File: config.mk
export PLATFORM = sky130hd
export DESIGN_NAME = slid_find_first
export DESIGN_NICKNAME = d
export VERILOG_FILES = /design/src/assert_macros.svh /design/src/slid_pkg.sv /design/src/slid_find_first.sv
export SDC_FILE = /design/constraint.sdc
export NUM_CORES = 1
export LEC_CHECK = 0
export BUFFER_PORTS_ARGS = -buffer_cell sky130_fd_sc_hd__buf_2
export CORE_MARGIN = 2
export CORE_UTILIZATION = 51
export DETAILED_ROUTE_END_ITERATION = 12
export GPL_TIMING_DRIVEN = 1
export PLACE_DENSITY_LB_ADDON = 0.3
export SYNTH_ARGS = -nofsm -noshare
export SYNTH_HDL_FRONTEND = slang
export SYNTH_SLANG_ARGS = --single-unit
File: constraint.sdc
create_clock -name clk_i -period 0.8 [get_ports clk_i]
set_input_delay 0 -clock clk_i [delete_from_list [all_inputs] [get_ports clk_i]]
set_output_delay 0 -clock clk_i [all_outputs]
set_load 0.02 [all_outputs]
File: src/assert_macros.svh
// ---------------------------------------------------------------------------
// assert_macros.svh
// Assertion shorthands. Each macro samples on clk_i and is disabled while
// rst_ni is low, so the module that uses them must have both signals.
// ---------------------------------------------------------------------------
`ifndef ASSERT_MACROS_SVH
`define ASSERT_MACROS_SVH

// A property that must hold in every cycle.
`define ASSERT_ALWAYS(lbl, prop, msg) \
  lbl: assert property (@(posedge clk_i) disable iff (!rst_ni) (prop)) \
    else $error(msg);

// A condition that implies a consequence in the same cycle.
`define ASSERT_IMPLIES(lbl, ante, cons, msg) \
  lbl: assert property (@(posedge clk_i) disable iff (!rst_ni) (ante) |-> (cons)) \
    else $error(msg);

// A condition that implies a consequence in the next cycle.
`define ASSERT_NEXT(lbl, ante, cons, msg) \
  lbl: assert property (@(posedge clk_i) disable iff (!rst_ni) (ante) |=> (cons)) \
    else $error(msg);

`endif

File: src/slid_pkg.sv
// ---------------------------------------------------------------------------
// slid_pkg
// Types, codes and defaults shared by the sorted list core and its cells.
// ---------------------------------------------------------------------------
package slid_pkg;

  localparam int CAPACITY_DEF = 128;

  localparam logic ACT_INSERT = 1'b0;
  localparam logic ACT_DELETE = 1'b1;

  localparam logic [1:0] ST_DONE = 2'd0;
  localparam logic [1:0] ST_FULL = 2'd1;
  localparam logic [1:0] ST_MISS = 2'd2;

  typedef struct packed {
    logic               action;
    logic signed [31:0] value;
  } slid_in_t;

  typedef struct packed {
    logic [1:0] status;
    logic [6:0] position;
    logic [7:0] entry_count;
  } slid_out_t;

  // Control broadcast from the sequencer to every cell.
  typedef struct packed {
    logic find_ins;  // flag marks first entry not below value, else equal entry
    logic ins_en;    // commit an insert at the found position
    logic del_en;    // commit a delete at the found position
  } slid_cell_ctrl_t;

endpackage

File: src/slid_find_first.sv
// ---------------------------------------------------------------------------
// slid_find_first
// Registered binary tree that returns the lowest index whose flag is set.
// Every tree level, leaves included, is a register stage.
// ---------------------------------------------------------------------------
module slid_find_first import slid_pkg::*; #(
  parameter int N     = CAPACITY_DEF,
  parameter int IDX_W = 7
) (
  input  logic             clk_i,
  input  logic [N-1:0]     flags_i,
  output logic             found_o,
  output logic [IDX_W-1:0] index_o
);

  localparam int LEAVES     = 2 ** IDX_W;
  localparam int NODES      = 2 * LEAVES - 1;
  localparam int FIRST_LEAF = LEAVES - 1;

  logic [LEAVES-1:0] flags_pad;
  logic              fnd_q [NODES];
  logic [IDX_W-1:0]  idx_q [NODES];

  assign flags_pad = LEAVES'(flags_i);

  // Heap layout: node n has children 2n+1 and 2n+2, the root is node 0.
  always_ff @(posedge clk_i) begin
    for (int i = 0; i < LEAVES; i++) begin
      fnd_q[FIRST_LEAF + i] <= flags_pad[i];
      idx_q[FIRST_LEAF + i] <= IDX_W'(i);
    end
    for (int n = 0; n < FIRST_LEAF; n++) begin
      fnd_q[n] <= fnd_q[2 * n + 1] | fnd_q[2 * n + 2];
      idx_q[n] <= fnd_q[2 * n + 1] ? idx_q[2 * n + 1] : idx_q[2 * n + 2];
    end
  end

  assign found_o = fnd_q[0];
  assign index_o = idx_q[0];

endmodule

After elaboration in Yosys (flattened, before gate mapping). Memory sizes are Yosys's and may differ from the RTL's. Index checks and enable logic that the tools add are counted.

Memories: 2. Register bits: 0. Output and inout port bits: 8. Memory bits (writable): 2040. Input port bits: 129. Word-level logic and storage cells: 256.

Mux-type cells: 127. Bitwise gates (word level): 127.

Memories: idx_q (depth 255, bits a word 7, rd ports 255, clocked after memory_dff 0, wr ports 255, RTL line slid_find_first.sv:22) `logic [IDX_W-1:0] idx_q [NODES];`; fnd_q (depth 255, bits a word 1, rd ports 255, clocked after memory_dff 0, wr ports 255, RTL line slid_find_first.sv:21) `logic fnd_q [NODES];`.

Operators by type and width (count): two-way mux 7 bit (127); bitwise OR 1 bit (127).

Longest topological paths before layout. Gate-level depths: netlist of the first run.

Depth after elaboration: 1. Gate-level depth with buffers: 2. Gate-level depth less buffers: 1.

Least setup slack after synthesis of the first run. No wires, ideal clock.

Path kind: flip-flop to flip-flop. Start: memory fnd_q[1]. End: memory idx_q[0][0]. Required time: 679 ps. Library setup time: 121 ps. Buffers on the path: 1. Arrival: 722 ps. Path slack: -43 ps. Clock period less this slack: 843 ps. Stages on the path, launching flop included: 3. Cells stage by stage: dfxtp_1 > buf_6 > mux2_4.

RTL lines (RTL line): start, declared (slid_find_first.sv:21); end, declared (slid_find_first.sv:22).

==> metrics.yaml, run 1 <==
path_cells: "buf_6"
dieHeight_um: 163
final_hold_viol_count: 0
num_vias: 6350
critPathBufInv: 1
hpwl_um: 9910
dp_slack_ps: -71.4
fmax_mhz: 1040
rows: 58
status: "complete, but fails checks"
cts.sinks: 502
gp_congestion: 0.704
syn_nets: 1015
maxSlewViolCount: 0
ys_ff_latch: 502
overflow: 0
routed-wl-met3_um: 900
powerDensity_mw_per_mm2: 2870
firstDrtPassIters: 3
utilization_pct: 68.6
pwr-share-comb_pct: 3.4
drc_errors: 0
finalClockSkew_ps: 19.5
avgViaCountPerCell: 4.08
cts_buffers: 46
fin_crit_sh_pct: 121
final.setup.worst_slack_ps: -165
cts_buffer_depth: 3
initial_core_util_pct: 51.3
wl_um: 18500
synth_cell_types: 8
ys_seq_area_share_pct: 78.4
nets: 1321
synth_top_area_cell: "dfxtp_1"
drive_gt1_share_pct: 42.8
synth_area_mm2: 0.0128
grt_setup_unrepaired: "true"
worstRegToRegCells: 1
final_area_mm2: 0.0171
clkPwrFrac_pct: 42.4
critical-path-slowest-cell: "dfxtp_2"
wl_met1_um: 7680
seqPwrFrac_pct: 54.2
layout_commonest_cell: "dfxtp_1"
synthTopCellsByArea: "dfxtp_1, mux2_2, or2_2"
synthCells: 886
insertion_delay_ps: 540
grt_start_max_net_pins: 16
grt_pass1_vias: 6583
die_w_um: 163
place_area_mm2: 0.0139
regToRegStartpoint: "fnd_q[1]$_DFF_P_"
slowest_delay_ps: 320
cp.required_ps: 800
first_iter_violations: 192
critPathCaptureType: "output pin"
worstHoldEndpoint: "fnd_q[172]$_DFF_P_"
final.fill_count: 1709
peakVddDrop_mv: 1.99
grt_pass1_wl_um: 29800
critPathLaunchType: "flop"
hold_depth: 2
yosys_warnings: 0
internal_power_mw: 39.8
synth_top_area_share_pct: 78.4
top_layer: "met4"
slew_headroom_pct: 90.3
clkTransAtPathRegs_ps: 60
violations: "setup timing"
criticalPathCategory: "reg -> out"
cp_data_arrival_time_ps: 970
layout.cells.most_common_list: "dfxtp_1, dlygate4sd3_1, buf_2"
area.growth.synth_to_final_pct: 33.6
core_area_mm2: 0.0250
drt-wirelength-per-cell_um: 11.9
cp_top_family: "flip-flops"
clockRootBuffer: "clkbuf_16"
p_sw_mw: 9.39
p_leak_nw: 8.14
cts_htree_levels: 2
avgSynthCellArea_um2: 14.5
fin_crit_ps: 965
holdCritStartpoint: "flags_i[45]"
die_area_mm2: 0.0264
grt_antenna_before_repair: 0
r2r_end: "idx_q[0][5]$_DFF_P_"
critical_path_peak_fanout: 1
portBuffers: 136
switching_share_pct: 19.1
diodes: 0
r2r_slack_ps: -30
ant_nets: 0
tightest_slew_ps: 146
hold_class: "in -> reg"
cap_violations: 0
finalSetupViolations: 41
ioPinCount: 137
wl_met2_um: 9510
cts_tree: "done"
grt_usage_pct: 14.0
## cells in the mapped netlist
cell type  number
buf_4           7
buf_6           3
dfxtp_1       502
inv_1         127
mux2_2        104
mux2_4         16
or2_1           1
or2_2         126
## registers in the layout, indices dropped and copies added (netlist names)
register and cells:
idx_q 247, fnd_q 255
## how the worst max path moves through the flow
stage / startpoint / end / slack [ps] / depth (start not counted)
5_1_grt: idx_q[0][3]$_DFF_P_ / index_o[3] / -210 / 1
3_5_place_dp: fnd_q[1]$_DFF_P_ / idx_q[0][4]$_DFF_P_ / -70 / 1
4_1_cts: idx_q[0][3]$_DFF_P_ / index_o[3] / -200 / 1
2_1_floorplan: fnd_q[1]$_DFF_P_ / idx_q[0][0]$_DFF_P_ / -40 / 2
6_report: idx_q[0][3]$_DFF_P_ / index_o[3] / -170 / 1
3_3_place_gp: fnd_q[1]$_DFF_P_ / idx_q[0][3]$_DFF_P_ / -50 / 1
## routing by layer
layer	GRT usage (%)	vias to the layer above
li1	-	3314
met1	15.6	2862
met4	6.03	0
met2	25.4	135
met5	0	-
met3	3.69	39
## power groups by stage
| stage | Clock (mW) | Sequential [mW] | Combinational (mW) |
|---|---|---|---|
| floorplan | 0 | 27.0 | 0.628 |
| global placement | 0 | 27.2 | 0.975 |
| detailed placement | 0 | 27.2 | 0.999 |
| CTS | 21.4 | 26.6 | 1.58 |
| global route | 22.6 | 26.8 | 1.83 |
| finish | 20.9 | 26.6 | 1.68 |
## layout make-up
type                    instances  area (um^2)  area share, %
clock buffers                  70         1350           7.90
inverters                     127          477           2.78
flip-flops and latches        502        10200           59.6
multi-input cells             247         2500           14.6
well taps                     330          413           2.41
repair buffers                268         2050           11.9
clock inverters                12          135          0.789
## cell families after synthesis
family	synth area share [%]
mux	11.0
buf+inv	4.39
simple gates	6.20
flops	78.4
## metrics by stage
| step | total power, mW | cells | TNS (ps) | hold slack, ps |
|---|---|---|---|---|
| 2_1_floorplan | 27.7 | 886 | -486 | 27.7 |
| 3_3_place_gp | 28.2 | 1344 | -1520 | 103 |
| 3_5_place_dp | 28.2 | 1344 | -2490 | 104 |
| 4_1_cts | 49.6 | 1554 | -2110 | 57.8 |
| 5_1_grt | 51.2 | 1556 | -2780 | 72.5 |
| 6_report | 49.2 | 1556 | -1740 | 83.7 |
## repair_timing
action | 4_1_cts | 5_1_grt
gates resized for setup | 117 | 60
hold buffers | 128 | 0
endpoints found under the setup margin | 112 | 108
endpoints found under the hold margin | 128 | 0
setup buffers | 0 | 2
pin swaps | 1 | 0
(Power assumes the default switching activity.)
==> run 2, diff against run 1 <==
Settings changed: CORE_UTILIZATION 51 to 56.
Clock period 0.8 ns to 1.1 ns, I/O delays scaled along.
==> run 2 against run 1 <==
Against the previous run:
- the flow now finishes without violations
- routed wire length is 5.0% higher
- sequential power decreased by 27%
- critical path type unchanged
- worst hold slack improved by 2.4 ps
- via count rose by 0.80%
==> metrics.yaml, run 2 (same netlist as run 1, synthesis figures left out) <==
finalClockSkew_ps: 16.7  # -2.78 ps
cts_buffer_depth: 3  # unchanged
critPathBufInv: 1  # unchanged
critPathCaptureType: "output pin"
seqPwrFrac_pct: 52.6  # -1.6 points
grt_antenna_before_repair: 2  # +2
p_sw_mw: 7.13  # -24%
r2r_slack_ps: 100  # +130 ps
clockRootBuffer: "clkbuf_16"
reg.largest.list: "fnd_q: 255 flops, idx_q: 247 flops"
insertion_delay_ps: 540  # about the same
hold_class: "in -> reg"
die_w_um: 155  # -4.5%
place_inst: 1297  # -3.5%
pwr-share-comb_pct: 3.0  # -0.4 points
final.setup.worst_slack_ps: 96.3  # +262 ps
powerDensity_mw_per_mm2: 2210  # -23%
utilization_pct: 73.9  # +5.3 points
final_hold_viol_count: 0  # unchanged
layout.cells.most_common_list: "dfxtp_1, buf_2, dlygate4sd3_1"
cp_data_arrival_time_ps: 1000  # +30 ps
layout.cells.non_filler: 1512  # -2.8%
worstHoldEndpoint: "fnd_q[235]$_DFF_P_"
r2r_end: "idx_q[0][3]$_DFF_P_"
portBuffers: 136  # unchanged
drt-wirelength-per-cell_um: 12.9  # +8.1%
ioPinCount: 137  # unchanged
first_iter_violations: 133  # -31%
grt_start_max_net_pins: 16  # unchanged
fin_crit_ps: 1000
criticalPathCategory: "reg -> out"
dp_slack_ps: 95.4  # +167 ps
grt_setup_unrepaired: "false"
seqCellArea_mm2: 0.0100  # -1.5%
cts_tree: "done"
grt_pass1_vias: 7049  # +7.1%
clkPwrFrac_pct: 44.4  # +2.0 points
wl_um: 19500  # +5.0%
cap_violations: 0  # unchanged
area.growth.synth_to_final_pct: 30.1
overflow: 0  # unchanged
largest_reg_flops: 255  # unchanged
path_cells: "buf_2"
finalSetupViolations: 0  # -100%
clkTransAtPathRegs_ps: 60  # about the same
slowest_delay_ps: 320  # about the same
dieHeight_um: 155  # -4.5%
rows: 55  # -5.2%
multi_input_area_mm2: 0.00221  # -12%
firstDrtPassIters: 4  # +1
cts.sinks: 502  # unchanged
p_leak_nw: 7.83  # -3.8%
critPathLaunchType: "flop"
post_cts_resized: 0  # -100%
avgViaCountPerCell: 4.23  # +3.7%
regToRegStartpoint: "fnd_q[1]$_DFF_P_"
drive_gt1_share_pct: 37.7  # -5.1 points
critical-path-slowest-cell: "dfxtp_1"
nets: 1317  # -0.30%
cts_htree_levels: 2  # unchanged
tightest_slew_ps: 392  # +247 ps
grt_pass1_wl_um: 31900  # +7.4%
core_area_mm2: 0.0226  # -9.6%
power.total_mw: 36.9  # -25%
internal_power_mw: 29.8  # -25%
largest_register: "fnd_q"
fin_crit_sh_pct: 91.2
maxSlewViolCount: 0  # unchanged
die_area_mm2: 0.0241  # -8.7%
holdCritStartpoint: "flags_i[108]"
cp_top_family: "flip-flops"
setup_tns_ps: 0  # +1740 ps
layout_commonest_cell: "dfxtp_1"
peakVddDrop_mv: 1.71  # -14%
worstRegToRegCells: 1  # unchanged
status: "finished, final reports clean"
drc_errors: 0  # unchanged
hold_depth: 2  # unchanged
initial_core_util_pct: 56.8  # +5.4 points
ant_nets: 0  # unchanged
cts_buffers: 46  # unchanged
cp.required_ps: 1100  # +300 ps
slew_headroom_pct: 73.8  # -16 points
switching_share_pct: 19.3  # +0.25 points
grt_usage_pct: 16.6  # +2.6 points
num_vias: 6401  # +0.80%
critical_path_peak_fanout: 1  # unchanged
final.fill_count: 1400  # -18%
fmax_mhz: 996
gp_congestion: 0.712  # +1.2%
hpwl_um: 9760  # -1.5%
run 2: cell count changes in the layout (fill, tap and decap cells not counted), moves of 8 or more:
cell / previous run / this run
mux2_2: 28 / 104
mux2_4: 92 / 16
dfxtp_1: 431 / 502
dfxtp_2: 46 / 0
dfxtp_4: 25 / 0
buf_6: 9 / 0
clkbuf_1: 14 / 5
buf_2: 128 / 136
run 2: final cells by class:
cell class | instances | area share, %
diodes | 2 | 0.0300
clock buffers | 61 | 7.84
flip-flops and latches | 502 | 60.3
well taps | 285 | 2.14
repair buffers | 264 | 11.8
inverters | 127 | 2.86
multi-input cells | 247 | 13.2
clock inverters | 24 | 1.88
run 2: worst max path at each step:
stage	from	cells after the start	endpoint
finish	idx_q[0][3]$_DFF_P_	1	index_o[3]
CTS	idx_q[0][3]$_DFF_P_	1	index_o[3]
detailed placement	fnd_q[1]$_DFF_P_	1	idx_q[0][3]$_DFF_P_
floorplan	fnd_q[1]$_DFF_P_	2	idx_q[0][0]$_DFF_P_
global placement	fnd_q[1]$_DFF_P_	1	idx_q[0][3]$_DFF_P_
global route	fnd_q[1]$_DFF_P_	1	idx_q[0][2]$_DFF_P_
run 2: per-stage QoR:
stage / hold WS (ps) / area [um^2]
after floorplan: 27.7 / 12800
after global placement: 102 / 13800
after detailed placement: 104 / 13800
after CTS: 61.5 / 16700
after global routing: 76.7 / 16700
final: 86.1 / 16700
run 2: power groups by stage:
stage               sequential [mW]  clock [mW]  combinational [mW]
global placement               19.8           0               0.708
detailed placement             19.8           0               0.730
floorplan                      19.7           0               0.457
global route                   19.5        17.5                1.23
CTS                            19.4        16.7                1.09
finish                         19.4        16.4                1.12
run 2: routing by layer:
| layer | vias up | track usage [%] | share of wire [%] |
|---|---|---|---|
| met1 | 2888 | 17.6 | 40 |
| met2 | 151 | 31.0 | 52 |
| met5 | - | 0 | 0 |
| met4 | 0 | 8.13 | 3.9 |
| li1 | 3302 | - | - |
| met3 | 60 | 3.76 | 4.0 |
run 2: repair_timing:
action | CTS | global route
hold endpoints to repair | 128 | 0
hold buffers | 128 | 0
setup buffers | 0 | 0
==> run 3, diff against run 2 <==
Settings changed: PLACE_DENSITY from default to 0.78, PLACE_DENSITY_LB_ADDON 0.3 to default.
==> run 3 against run 2 <==
Against the previous run:
- die area stayed put
- power decreased by 3.6%
- final area decreased by 0.96%
- largest cell class unchanged
==> metrics.yaml, run 3 (same netlist as run 1, synthesis figures left out) <==
grt.met2_usage_pct: 32.6  # +1.5 points
peakVddDrop_mv: 1.71  # about the same
drive_gt1_share_pct: 36.8  # -0.88 points
cp_top_family: "flip-flops"
wl_um: 19800  # +2.0%
first_iter_violations: 153  # +15%
drt-wirelength-per-cell_um: 13.2  # +2.4%
gr-usage-met3_pct: 3.65  # -0.11 points
critical-path-slowest-cell: "dfxtp_1"
initial_core_util_pct: 56.8  # unchanged
grt_usage_pct: 16.9  # +0.31 points
p_leak_nw: 7.74  # -1.1%
final.setup.worst_slack_ps: 77.2  # -19.1 ps
utilization_pct: 73.2  # -0.71 points
tightest_slew_ps: 410  # +18.3 ps
grt.busiest_layer: "met2"
status: "finished, final reports clean"
place_inst: 1297  # unchanged
critPathLaunchType: "flop"
clkTransAtPathRegs_ps: 60  # about the same
layout.cells.most_common_list: "dfxtp_1, buf_2, dlygate4sd3_1"
critPathBufInv: 0  # -1
cts_tree: "done"
num_vias: 6420  # +0.30%
p_sw_mw: 6.89  # -3.4%
overflow: 0  # unchanged
drc_errors: 0  # unchanged
finalClockSkew_ps: 12.6  # -4.09 ps
gp_congestion: 0.709  # -0.42%
cts_buffer_depth: 3  # unchanged
grt_start_max_net_pins: 15  # -1
cp_data_arrival_time_ps: 1430  # +430 ps
hpwl_um: 9990  # +2.3%
hold_class: "in -> reg"
fin_crit_sh_pct: 93.0  # +1.7 points
cts_htree_levels: 2  # unchanged
fin_crit_ps: 1020  # +19.1 ps
reg.largest.list: "fnd_q: 255 flops, idx_q: 247 flops"
final_hold_viol_count: 0  # unchanged
portBuffers: 136  # unchanged
setup_tns_ps: 0  # unchanged
cp.required_ps: 1510  # +410 ps
final.fill_count: 1409  # +0.64%
slowest_delay_ps: 570  # +250 ps
fmax_mhz: 978  # -1.9%
r2r_slack_ps: 80  # -20 ps
ioPinCount: 137  # unchanged
die_w_um: 155  # unchanged
largest_reg_flops: 255  # unchanged
internal_power_mw: 28.7  # -3.6%
avgViaCountPerCell: 4.27  # +0.76%
cts.sinks: 502  # unchanged
area.growth.synth_to_final_pct: 28.9
pwr-share-comb_pct: 3.2  # +0.2 points
grt_setup_unrepaired: "false"
critPathCaptureType: "flop"
seqPwrFrac_pct: 54.5  # +1.9 points
core_area_mm2: 0.0226  # unchanged
dieHeight_um: 155  # unchanged
switching_share_pct: 19.4  # +0.046 points
layout_commonest_cell: "dfxtp_1"
nets: 1317  # unchanged
clockRootBuffer: "clkbuf_16"
finalSetupViolations: 0  # unchanged
cap_violations: 0  # unchanged
powerDensity_mw_per_mm2: 2150  # -2.7%
cts_buffers: 46  # unchanged
met1_usage_pct: 17.5  # -0.19 points
cts_setup_buffers: 0  # unchanged
largest_register: "fnd_q"
clkPwrFrac_pct: 42.3  # -2.1 points
critical_path_peak_fanout: 8  # +7
dp_slack_ps: 85.4  # -9.95 ps
insertion_delay_ps: 540  # about the same
layout.cells.non_filler: 1505  # -0.46%
criticalPathCategory: "reg -> reg"
path_cells: "mux2_4"
ant_nets: 0  # unchanged
maxSlewViolCount: 0  # unchanged
rows: 55  # unchanged
grt_pass1_vias: 7117  # +0.96%
grt_antenna_before_repair: 1  # -1
grt_pass1_wl_um: 32300  # +1.2%
slew_headroom_pct: 72.6  # -1.2 points
die_area_mm2: 0.0241  # unchanged
firstDrtPassIters: 4  # unchanged
run 3: cell types whose count changed in the layout (fill, tap and decap cells not counted), sizes merged:
cell / change
bufinv: -5
clkbuf: +8
clkinv: -6
clkinvlp: -1
diode: -1
inv: -2
run 3: path summary, 6_finish.rpt:
path,startpoint,endpoint,cells past startpoint
max,fnd_q[1]$_DFF_P_,idx_q[0][3]$_DFF_P_,1
min,flags_i[46],fnd_q[173]$_DFF_P_,2
max reg2reg,fnd_q[1]$_DFF_P_,idx_q[0][3]$_DFF_P_,1
min reg2reg,fnd_q[207]$_DFF_P_,idx_q[12][49]$_DFF_P_,1
run 3: cell type report:
class | instances | area (um^2) | area share [%]
diodes | 1 | 2.50 | 0.0152
well taps | 285 | 357 | 2.16
repair buffers | 264 | 1960 | 11.9
clock buffers | 69 | 1360 | 8.23
flip-flops and latches | 502 | 10000 | 60.8
inverters | 127 | 477 | 2.89
clock inverters | 10 | 105 | 0.636
multi-input cells | 247 | 2210 | 13.4
run 3: through the flow:
| stage | total power [mW] | hold slack [ps] | instance area [um^2] |
|---|---|---|---|
| 4_1_cts | 35.8 | 66.1 | 16500 |
| 5_1_grt | 36.8 | 83.1 | 16500 |
| 3_5_place_dp | 20.5 | 104 | 13800 |
| 3_3_place_gp | 20.5 | 102 | 13800 |
| 2_1_floorplan | 20.1 | 27.7 | 12800 |
| 6_report | 35.6 | 93.5 | 16500 |
run 3: what timing repair did:
| item | CTS | global route |
|---|---|---|
| hold endpoints to repair | 128 | 0 |
| resized for setup | 0 | 0 |
| hold buffers | 128 | 0 |
run 3: layer usage:
| layer | up-vias | share of wire (%) |
|---|---|---|
| met3 | 58 | 4.0 |
| li1 | 3298 | - |
| met1 | 2920 | 39 |
| met2 | 144 | 53 |
| met4 | 0 | 3.8 |
| met5 | - | 0 |
run 3: power by group through the flow:
stage	combinational, mW	sequential (mW)	clock [mW]
floorplan	0.457	19.7	0
global placement	0.708	19.8	0
detailed placement	0.734	19.8	0
CTS	1.09	19.4	15.3
global route	1.23	19.5	16.1
finish	1.12	19.4	15.0
