<file path="src/assert_macros.svh">
// ---------------------------------------------------------------------------
// assert_macros.svh
// Assertion shorthands. Each macro samples on clk_i and is disabled while
// rst_ni is low, so the module that uses them must have both signals.
// ---------------------------------------------------------------------------
`ifndef ASSERT_MACROS_SVH
`define ASSERT_MACROS_SVH

// A property that must hold in every cycle.
`define ASSERT_ALWAYS(lbl, prop, msg) \
  lbl: assert property (@(posedge clk_i) disable iff (!rst_ni) (prop)) \
    else $error(msg);

// A condition that implies a consequence in the same cycle.
`define ASSERT_IMPLIES(lbl, ante, cons, msg) \
  lbl: assert property (@(posedge clk_i) disable iff (!rst_ni) (ante) |-> (cons)) \
    else $error(msg);

// A condition that implies a consequence in the next cycle.
`define ASSERT_NEXT(lbl, ante, cons, msg) \
  lbl: assert property (@(posedge clk_i) disable iff (!rst_ni) (ante) |=> (cons)) \
    else $error(msg);

`endif

</file>
<file path="src/slid_pkg.sv">
// ---------------------------------------------------------------------------
// slid_pkg
// Types, codes and defaults shared by the sorted list core and its cells.
// ---------------------------------------------------------------------------
package slid_pkg;

  localparam int CAPACITY_DEF = 128;

  localparam logic ACT_INSERT = 1'b0;
  localparam logic ACT_DELETE = 1'b1;

  localparam logic [1:0] ST_DONE = 2'd0;
  localparam logic [1:0] ST_FULL = 2'd1;
  localparam logic [1:0] ST_MISS = 2'd2;

  typedef struct packed {
    logic               action;
    logic signed [31:0] value;
  } slid_in_t;

  typedef struct packed {
    logic [1:0] status;
    logic [6:0] position;
    logic [7:0] entry_count;
  } slid_out_t;

  // Control broadcast from the sequencer to every cell.
  typedef struct packed {
    logic find_ins;  // flag marks first entry not below value, else equal entry
    logic ins_en;    // commit an insert at the found position
    logic del_en;    // commit a delete at the found position
  } slid_cell_ctrl_t;

endpackage

</file>
<file path="src/slid_cell.sv">
// ---------------------------------------------------------------------------
// slid_cell
// One storage cell of the sorted list: holds one entry, compares it with the
// item value and shifts in its neighbor's entry when the list moves.
// ---------------------------------------------------------------------------
module slid_cell import slid_pkg::*; #(
  parameter int IDX_W = 7,
  parameter int CNT_W = 8,
  parameter int INDEX = 0
) (
  input  logic               clk_i,
  input  slid_cell_ctrl_t    ctrl_i,
  input  logic signed [31:0] value_i,
  input  logic [CNT_W-1:0]   count_i,
  input  logic [IDX_W-1:0]   pos_i,
  input  logic signed [31:0] prev_i,
  input  logic signed [31:0] next_i,
  output logic signed [31:0] entry_o,
  output logic               flag_o
);

  localparam logic [IDX_W-1:0] MY_IDX = IDX_W'(INDEX);
  localparam logic [CNT_W-1:0] MY_CNT = CNT_W'(INDEX);

  logic signed [31:0] entry_q;
  logic               held;

  assign held    = MY_CNT < count_i;
  assign entry_o = entry_q;

  always_comb begin
    if (ctrl_i.find_ins) begin
      flag_o = !(held && (entry_q < value_i));
    end else begin
      flag_o = held && (entry_q == value_i);
    end
  end

  // On insert the cells above the slot take their lower neighbor; on delete
  // the removed slot and everything above it take their upper neighbor.
  always_ff @(posedge clk_i) begin
    if (ctrl_i.ins_en) begin
      if (MY_IDX == pos_i) begin
        entry_q <= value_i;
      end else if (MY_IDX > pos_i) begin
        entry_q <= prev_i;
      end
    end else if (ctrl_i.del_en && (MY_IDX >= pos_i)) begin
      entry_q <= next_i;
    end
  end

endmodule

</file>
<file path="config.mk">
export PLATFORM = sky130hd
export DESIGN_NAME = slid_cell
export DESIGN_NICKNAME = d
export VERILOG_FILES = /design/src/assert_macros.svh /design/src/slid_pkg.sv /design/src/slid_cell.sv
export SDC_FILE = /design/constraint.sdc
export NUM_CORES = 1
export LEC_CHECK = 0
export BUFFER_PORTS_ARGS = -buffer_cell sky130_fd_sc_hd__buf_2
export CORE_UTILIZATION = 44
export CTS_BUF_LIST = sky130_fd_sc_hd__clkbuf_16
export CTS_CLUSTER_SIZE = 8
export DETAILED_ROUTE_END_ITERATION = 8
export PLACE_DENSITY = 0.81
export SLEW_MARGIN = 20
export SYNTH_ARGS = -nofsm -noshare
export SYNTH_HDL_FRONTEND = slang
export SYNTH_SLANG_ARGS = --single-unit
export TNS_END_PERCENT = 30
</file>
<file path="constraint.sdc">
create_clock -name clk_i -period 4.43 [get_ports clk_i]
set_clock_uncertainty 0.2 [all_clocks]
set_input_delay 1.1075 -clock clk_i [delete_from_list [all_inputs] [get_ports clk_i]]
set_output_delay 1.1075 -clock clk_i [all_outputs]
set_load 0.05 [all_outputs]
</file>
Word-level counts from Yosys, hierarchy flattened
Cells that the tools add are included.

storage, ports and cells
  output and inout port bits = 33
  input bits = 115
  register bits after elaboration = 32
  logic and storage cells = 19

operators by class
  eq/ne operators = 2
  multiplexer cells = 5
  reduce and logical (&&, ||, !) cells = 7
  order comparisons = 4

operators with widths
  cell                                                                                number
  32-bit 2-to-1 mux                                                                   4
  32-bit equality test                                                                1
  32-bit less-than comparator                                                         1
  1-bit by 8-bit less-than comparator with 1-bit output, first input constant         1
  1-bit by 7-bit greater-or-equal comparator with 1-bit output, first input constant  1
  1-bit by 7-bit > comparator with 1-bit output, first input constant                 1
  7-bit logical NOT                                                                   1
  1-bit logical AND                                                                   3
  3-bit by 1-bit inequality test with 1-bit output, second input constant             1
  2-bit AND reduction                                                                 1
  2-bit nonzero test                                                                  1
  1-bit logical NOT                                                                   1
  1-bit 2-to-1 mux                                                                    1

Logic depth before layout (Yosys ltp)
Gate-level depths: netlist (run 1).

  depth in word-level cells = 4
  depth in mapped cells = 8
  depth with buffers taken out = 8

Least setup slack after synthesis (run 1)
Ideal clock, no wire load.

  path kind = input -> output
  from = input value_i[30]
  to = output flag_o
  stages on the path = 7
  data arrival time = 3.068 ns
  slack = 0.055 ns
  required time = 3.123 ns
  buffers on the path = 0
  cell sequence = inv_1 > ha_1 > nand4_2 > or4_4 > or3_1 > o31a_1 > nand2_1

between the ends
  word-level cells in the longest chain between the ends = 4
  elaborated cells between the ends (all ways) = 6
  those cells by class = order compare: 1; eq/ne: 1; mux: 1; reduce/logical: 3

ends and longest elaborated chain
  what                         RTL line         RTL
  from (decl)                  slid_cell.sv:13  input logic signed [31:0] value_i,
  32-bit less-than comparator  slid_cell.sv:33  flag_o = !(held && (entry_q < value_i));
  1-bit logical AND            slid_cell.sv:33
  1-bit logical NOT            slid_cell.sv:33
  1-bit 2-to-1 mux *           slid_cell.sv:32  if (ctrl_i.find_ins) begin
  to (decl)                    slid_cell.sv:19  output logic flag_o

Every way passes the cells marked *; elsewhere a longest branch is shown, timed or not.

Final worst setup path (run 1)
  from = input value_i[18]
  to = output flag_o

The elaborated chain is that of the path after synthesis.

==> metrics.yaml, run 1 <==
sta:
  fmax_ghz: 0.2291
  post-route-period-util_pct: 98.54
  worstMarginPinSlew_ps: 608.2
  slew_headroom_pct: 59.45
  slew_violations: 0
  timing.final.hold_violations: 0
  period_needed_ps: 4365
  setup_viol: 0
global_routing:
  grt_pass1_wl_mm: 11.25
  grt_max_degree: 64
  grt_pass1_vias: 2617
  grt-ovfl-total: 0
  antenna_found_initial: 0
  grt_usage_pct: 23.81
clocking:
  htreeDepth: 2
  cts_tree: "yes"
  cts.sinks: 32
  cts.clk_slew.worst_paths_ps: 50
  root_buffer: "clkbuf_16"
  cts_buffers: 5
  clk_path_buf_depth: 2
  cts_setup_buffers: 0
critical_path:
  crit_path_end_kind: "output port"
  cp-start-kind: "primary input"
  path_max_fanout: 3
  max_stage_delay_ps: 580
  critical_path.slowest_cell: "or4_4"
  required_ps: 3120
  critical_path.cell_chain: "buf_2 > inv_2 > ha_4 > nand4_1 > or4_4 > or3_1 > o31a_1 > nand2_1 > buf_6"
  cp.arrival_ps: 3060
  path_class: "primary input to output port"
final_layout:
  antenna_cells: 0
  nFillCells: 441
  final_cell_count_no_fill: 522
  area_growth_syn_to_layout_pct: 46.33
  drive_above_1_share_pct: 40.93
  nets: 598
  finalCoreUtilization_pct: 68.66
  largest_reg_flops: 32
power:
  swShare_pct: 23.99
  power_density_nw_per_um2: 226.2
  p_clk_share_pct: 38.7
  ir_drop_uv: 165.0
  finalPower_w: 0.0008134
  leakage_nw: 1.769
  pwr-share-comb_pct: 19.6
  seq_power_share_pct: 41.7
  internal_power_w: 0.0006182
  power_switching_w: 0.0001951
placement:
  place_inst: 514
  gp_congestion: 0.8001
  port_buffers: 147
  detailed_place_hpwl_mm: 5.396
synthesis:
  synthCells: 301
  syn-num-nets: 448
  netlist_area_sq_um: 2457
  yosysWarnings: 0
  yosys.cell_types.count: 27
  synth_largest_area_cell: "edfxtp_1"
  synth.top_cell.area_share_pct: 39.10
  postSynthAreaPerCell_sq_um: 8.164
  synthTopCellsByArea: "edfxtp_1 (39%), ha_1 (16%), a21oi_1 (16%)"
  ys_ff_latch: 32
  ys_seq_area_share_pct: 39.10
floorplanning:
  core_sq_um: 5238
  die-area_sq_um: 5887
  die_w_um: 76.73
  io_pins: 148
  num_rows: 26
  initial_core_util_pct: 46.92
  die_h_um: 76.73
route:
  dr.pass1.iters: 5
  routed_via_density: 5.132
  ant_nets: 0
  first_iter_violations: 136
  drt_wl_total_mm: 6.905
  vias: 2679
  drt-wirelength-per-cell_um: 13.23
  remaining_drc_errors: 0
worst_hold_path:
  hold_class: "primary input to flop"
flow_run:
  maxCapViolCount: 0
run_status:
  outcome: "finished, final reports clean"
## timing repair
action / 4_1_cts / 5_1_grt
pin swaps: 0 / 10
endpoints found under the setup margin: 1 / 1
hold buffers: 0 / 0
resized for setup: 2 / 19
## layout make-up
cell class	instances	area, sq um	area share, %
Multi-Input combinational cell	223	1478	41.09
Sequential cell	32	960.9	26.72
Timing Repair Buffer	156	809.5	22.51
Clock buffer	5	125.1	3.479
Inverter	33	123.9	3.445
Tap cell	70	87.58	2.436
Clock inverter	3	11.26	0.3132
## worst max-delay path, delay by kind of cell
family	cells	cell delay, ps
AOI/OAI and AO/OA	1	240
adders and majority gates	1	260
buffers and inverters	3	300
and+or+nand+nor	4	1140
## synth_stat cells
library cell,instances
a31oi_1,1
edfxtp_1,32
and3_1,1
a21oi_1,77
nor2_1,66
or4_4,1
inv_1,33
nand3_1,3
nor4_1,3
nand2b_1,2
a221oi_1,1
clkbuf_1,13
mux2_2,1
or3_1,1
o2111ai_1,1
a22oi_1,1
o21ai_0,4
ha_1,32
nand2_1,11
nor3_1,4
nand4_2,1
nand4_1,7
mux2i_1,1
nor2b_1,1
a211oi_1,1
o211ai_1,1
o31a_1,1
## path summary, 6_finish.rpt
kind | from | endpoint | cells past startpoint
worst max-delay path | value_i[18] | flag_o | 9
worst min-delay path | next_i[20] | entry_o[20] | 3
## layer usage
layer	vias up	wire length, um	global-route usage (%)
met2	125	3595	43.84
met5	-	0	0
li1	1357	-	-
met4	0	131	8.269
met3	12	485	5.357
met1	1185	2692	26.64
## layout by cell type (no fill, tap or decap), types with 2 or more instances in the layout
| master | netlist | routed |
|---|---|---|
| nand2b_1 | 2 | 2 |
| nor2_1 | 66 | 65 |
| nand3_1 | 3 | 3 |
| o21ai_0 | 4 | 4 |
| edfxtp_1 | 32 | 32 |
| a21oi_1 | 77 | 77 |
| nand2_1 | 11 | 10 |
| inv_1 | 33 | 28 |
| nor4_1 | 3 | 3 |
| nor3_1 | 4 | 4 |
| clkbuf_16 | 0 | 5 |
| inv_2 | 0 | 7 |
| buf_4 | 0 | 9 |
| ha_1 | 32 | 21 |
| nand4_1 | 7 | 7 |
| ha_4 | 0 | 11 |
| buf_2 | 0 | 146 |
## per-stage QoR
stage	hold WS, ps	setup slack (ps)	setup TNS, ps	cell area [sq um]
3_5_place_dp	1226	-58.85	-58.85	3309
2_1_floorplan	1133	54.78	0	2457
5_1_grt	957.7	-18.58	-18.58	3596
3_3_place_gp	1224	9.512	0	3309
4_1_cts	945.5	16.97	0	3452
6_report	951.6	64.62	0	3596
## power groups by stage
stage | Clock [W] | Sequential (W) | Combinational, W
after floorplan | 0 | 0.000350 | 0.0000714
after global placement | 0 | 0.000345 | 0.000144
after CTS | 0.000321 | 0.000339 | 0.000151
after detailed placement | 0 | 0.000345 | 0.000149
after global routing | 0.000336 | 0.000339 | 0.000181
final | 0.000315 | 0.000339 | 0.000159
## kinds of logic (layout without fill, tap and decap cells)
| logic type | after synthesis | after routing | synth area share (%) |
|---|---|---|---|
| AOI/OAI and AO/OA | 88 | 88 | 18.74 |
| adders and majority gates | 32 | 32 | 16.29 |
| buffers and inverters | 46 | 197 | 7.027 |
| DFF | 32 | 32 | 39.10 |
| muxes | 2 | 2 | 0.8656 |
| and+or+nand+nor | 101 | 101 | 17.97 |
No activity file was read; power rests on OpenSTA's default activity.
==> inputs of run 2 (changes only) <==
- CORE_UTILIZATION: 44 -> 45
- PLACE_DENSITY: 0.81 -> 0.83
- clock period: 4.43 -> 5.39 ns (I/O delays scaled with it)
==> metrics.yaml, run 2 (synthesis gave the netlist of run 1 again) <==
floorplanning:
  die_w_um: 75.90  # -1.1%
  core_sq_um: 5172  # -1.2%
  io_pins: 148  # unchanged
  num_rows: 26  # unchanged
  initial_core_util_pct: 47.51  # +0.59 points
  die_h_um: 75.90  # -1.1%
  die-area_sq_um: 5760  # -2.2%
placement:
  place_inst: 507  # -1.4%
  detailed_place_hpwl_mm: 5.198  # -3.7%
  port_buffers: 147  # unchanged
  gp_congestion: 0.8477  # +5.9%
clocking:
  postCtsResizedCells: 0  # -2
  cts_setup_buffers: 0  # unchanged
  cts_tree: "yes"
  root_buffer: "clkbuf_16"
  cts.sinks: 32  # unchanged
  cts_buffers: 5  # unchanged
  cts.clk_slew.worst_paths_ps: 50  # about the same
  clk_path_buf_depth: 2  # unchanged
  htreeDepth: 2  # unchanged
  cts_hold_buf: 0  # unchanged
critical_path:
  max_stage_delay_ps: 560  # -20 ps
  crit_path_end_kind: "output port"
  path_class: "primary input to output port"
  cp.arrival_ps: 3470  # +410 ps
  cp_common_cell: "buf_2"
  critical_path.slowest_cell: "or4_4"
  path_max_fanout: 3  # unchanged
  required_ps: 3840  # +720 ps
  critical_path.cell_chain: "buf_2 > inv_1 > ha_1 > nand4_1 > or4_4 > or3_1 > o31a_1 > nand2_1 > buf_2"
  cp-start-kind: "primary input"
run_status:
  outcome: "finished, final reports clean"
route:
  routed_via_density: 5.138  # +0.11%
  drt_wl_total_mm: 6.645  # -3.8%
  first_iter_violations: 97  # -29%
  ant_nets: 0  # unchanged
  remaining_drc_errors: 0  # unchanged
  drt-wirelength-per-cell_um: 12.90  # -2.5%
  dr.pass1.iters: 5  # unchanged
  vias: 2646  # -1.2%
final_layout:
  antenna_cells: 0  # unchanged
  multi_input_area_sq_um: 1334  # -9.7%
  final_cell_count_no_fill: 515  # -1.3%
  regArea_sq_um: 960.9  # unchanged
  layout_commonest_cell: "buf_2"
  nets: 591  # -1.2%
  final_cell_mix: "buf_2 (147), a21oi_1 (77), nor2_1 (65)"
  drive_above_1_share_pct: 36.18  # -4.7 points
  area_growth_syn_to_layout_pct: 38.19
  largest_reg_flops: 32  # unchanged
  nFillCells: 465  # +5.4%
sta:
  tns_ps: 0  # unchanged
  slew_headroom_pct: 37.77  # -22 points
  rsz0062_at_grt: "false"
  worstMarginPinSlew_ps: 931.2  # +322.9 ps
  setup_viol: 0  # unchanged
  timing.final.hold_violations: 0  # unchanged
  post-route-period-util_pct: 93.05
  fmax_ghz: 0.1994
  slew_violations: 0  # unchanged
  period_needed_ps: 5015
flow_run:
  maxCapViolCount: 0  # unchanged
global_routing:
  grt_pass1_vias: 2360  # -9.8%
  grt_usage_pct: 23.53  # -0.27 points
  grt_pass1_wl_mm: 10.01  # -11%
  grt_max_degree: 65  # +1.6%
  grt-ovfl-total: 0  # unchanged
  antenna_found_initial: 0  # unchanged
worst_hold_path:
  whs_path_depth: 3  # unchanged
  min_to: "entry_o[17]"
  worstHoldStart: "next_i[17]"
  hold_class: "primary input to flop"
power:
  leakage_nw: 1.737  # -1.8%
  power_density_nw_per_um2: 196.0  # -13%
  finalPower_w: 0.0006656  # -18%
  ir_drop_uv: 145.8  # -12%
-- run 2: per-stage QoR --
| step | hold slack [ps] | util [%] | instance area, sq um | setup slack (ps) |
|---|---|---|---|---|
| after detailed placement | 1471 | 62.97 | 3257 | 397.7 |
| after floorplan | 1373 | - | 2457 | 534.8 |
| final | 1192 | 65.65 | 3396 | 374.8 |
| after CTS | 1188 | 65.65 | 3396 | 391.3 |
| after global placement | 1465 | 62.97 | 3257 | 439.8 |
| after global routing | 1201 | 65.65 | 3396 | 275.3 |
-- run 2: metal layers --
layer | share of wire (%) | up-vias | GRT usage, %
li1 | - | 1350 | -
met5 | 0 | - | 0
met1 | 42 | 1175 | 25.96
met4 | 2.2 | 0 | 10.08
met3 | 6.2 | 12 | 4.101
met2 | 50 | 109 | 44.05
-- run 2: worst max-delay path, delay by kind of cell --
family,cells,cell delay (ps)
simple gates,4,1120
buf+inv,3,400
fa+ha+maj,1,310
compound gates,1,300
-- run 2: final cells by class --
type	count	share of cell area, %
multi-input cells	223	39.28
repair buffers	149	22.11
well taps	70	2.579
inverters	33	3.648
clock buffers	5	3.685
clock inverters	3	0.4053
flip-flops and latches	32	28.30
-- run 2: worst max-delay path by stage --
stage,start,endpoint,slack (ps),cells after the start
after floorplan,value_i[30],flag_o,530,7
after global placement,value_i[30],flag_o,440,9
after detailed placement,value_i[26],flag_o,400,9
after CTS,value_i[30],flag_o,390,9
after global routing,value_i[27],flag_o,280,9
final,value_i[25],flag_o,370,9
-- run 2: power by group --
group	total (W)	switching [W]	internal [W]	leakage, nW
combinational	0.000120	0.0000621	0.0000574	1.37
clock	0.000268	0.000100	0.000168	0.0710
sequential	0.000278	0.000000710	0.000278	0.298
total	0.000666	0.000163	0.000503	1.74
==> inputs of run 3 (changes only) <==
- CORE_UTILIZATION: 45 -> 47
- PLACE_DENSITY: 0.83 -> 0.86
==> metrics.yaml, run 3 (synthesis gave the netlist of run 1 again) <==
clocking:
  cts_buffers: 5  # unchanged
  cts_tree: "yes"
  htreeDepth: 2  # unchanged
  cts_setup_buffers: 0  # unchanged
  cts.clk_slew.worst_paths_ps: 50  # about the same
  cts.sinks: 32  # unchanged
  clk_path_buf_depth: 2  # unchanged
  root_buffer: "clkbuf_16"
  postCtsResizedCells: 0  # unchanged
  cts_hold_buf: 0  # unchanged
floorplanning:
  io_pins: 148  # unchanged
  die_h_um: 74.31  # -2.1%
  num_rows: 25  # -3.8%
  die_w_um: 74.31  # -2.1%
  die-area_sq_um: 5521  # -4.1%
  initial_core_util_pct: 50.36  # +2.9 points
  core_sq_um: 4880  # -5.7%
sta:
  rsz0062_at_grt: "false"
  worstMarginPinSlew_ps: 908.6  # -22.57 ps
  period_needed_ps: 5003  # -12.36 ps
  timing.final.hold_violations: 0  # unchanged
  slew_headroom_pct: 39.28  # +1.5 points
  post-route-period-util_pct: 92.82  # -0.23 points
  tns_ps: 0  # unchanged
  fmax_ghz: 0.1999  # +0.25%
  setup_viol: 0  # unchanged
  slew_violations: 0  # unchanged
critical_path:
  cp.arrival_ps: 3460  # about the same
  path_max_fanout: 4  # +1
  crit_path_end_kind: "output port"
  cp-start-kind: "primary input"
  path_class: "primary input to output port"
  required_ps: 3840  # about the same
run_status:
  outcome: "finished, final reports clean"
power:
  internal_power_w: 0.0004978  # -0.94%
  leakage_nw: 1.728  # -0.54%
  power_switching_w: 0.0001503  # -7.8%
  finalPower_w: 0.0006481  # -2.6%
  seq_power_share_pct: 43.0  # +1.2 points
  p_clk_share_pct: 38.9  # -1.3 points
  ir_drop_uv: 150.5  # +3.2%
  swShare_pct: 23.18  # -1.3 points
  pwr-share-comb_pct: 18.1  # about the same
  power_density_nw_per_um2: 191.8  # -2.1%
route:
  drt-wirelength-per-cell_um: 12.01  # -7.0%
  dr.pass1.iters: 4  # -1
  first_iter_violations: 83  # -14%
  routed_via_density: 5.006  # -2.6%
  remaining_drc_errors: 0  # unchanged
  ant_nets: 0  # unchanged
  drt_wl_total_mm: 6.111  # -8.0%
  vias: 2548  # -3.7%
final_layout:
  area_growth_syn_to_layout_pct: 37.47
  nFillCells: 417  # -10%
  nets: 591  # unchanged
  final_cell_mix: "buf_2 (147), a21oi_1 (77), nor2_1 (65)"
  antenna_cells: 0  # unchanged
  layout_commonest_cell: "buf_2"
  drive_above_1_share_pct: 35.97  # -0.21 points
  multi_input_area_sq_um: 1334  # unchanged
  regArea_sq_um: 960.9  # unchanged
  largest_reg_flops: 32  # unchanged
placement:
  port_buffers: 147  # unchanged
  gp_congestion: 0.8942  # +5.5%
  detailed_place_hpwl_mm: 4.856  # -6.6%
global_routing:
  antenna_found_initial: 0  # unchanged
  grt-ovfl-total: 0  # unchanged
  grt_pass1_wl_mm: 9.494  # -5.2%
  grt_max_degree: 66  # +1.5%
  grt_usage_pct: 22.70  # -0.84 points
  grt_pass1_vias: 2320  # -1.7%
flow_run:
  maxCapViolCount: 0  # unchanged
worst_hold_path:
  hold_class: "primary input to flop"
==> run 3: changes by cell type in the layout (fill, tap and decap cells not counted) <==
cell and change:
clkinv_2 -2, clkinv_1 -1
==> run 3: metrics by stage <==
step / util (%) / worst slack (ps) / std cells / hold WS [ps] / cell area (sq um)
floorplan: - / 534.8 / 301 / 1373 / 2457
detailed placement: 66.67 / 384.7 / 504 / 1472 / 3253
CTS: 69.23 / 378.3 / 509 / 1193 / 3378
finish: 69.23 / 387.1 / 509 / 1194 / 3378
global route: 69.23 / 274.6 / 509 / 1201 / 3378
global placement: 66.67 / 422.2 / 504 / 1464 / 3253
==> run 3: power by group through the flow <==
stage,Sequential [W],Combinational (W),Clock (W)
after floorplan,0.000288,0.0000587,0
after global placement,0.000283,0.000114,0
after detailed placement,0.000283,0.000118,0
after CTS,0.000279,0.000118,0.000255
after global routing,0.000278,0.000134,0.000269
final,0.000279,0.000117,0.000252
==> run 3: path summary, 6_finish.rpt <==
kind	startpoint	endpoint	depth (start not counted)
worst max-delay path	value_i[30]	flag_o	9
worst min-delay path	next_i[16]	entry_o[16]	3
==> run 3: metal layers <==
| metal | part of all wire (%) | wire length (um) | global-route usage (%) | vias up |
|---|---|---|---|---|
| met5 | 0 | 0 | 0 | - |
| li1 | - | - | - | 1346 |
| met1 | 43 | 2613 | 26.14 | 1083 |
| met4 | 1.9 | 119 | 8.386 | 0 |
| met3 | 6.4 | 394 | 5.285 | 12 |
| met2 | 49 | 2984 | 41.01 | 107 |
==> run 3: layout make-up <==
type	instances	area share (%)
Multi-Input combinational cell	223	39.48
Sequential cell	32	28.44
Clock buffer	5	3.704
Inverter	33	3.667
Tap cell	67	2.481
Timing Repair Buffer	149	22.22
==> run 3: critical path: stages <==
cell	delay, ps
buf_2	70
inv_1	40
ha_1	340
nand4_2	150
or4_4	560
or3_1	310
o31a_1	300
nand2_1	60
buf_2	260
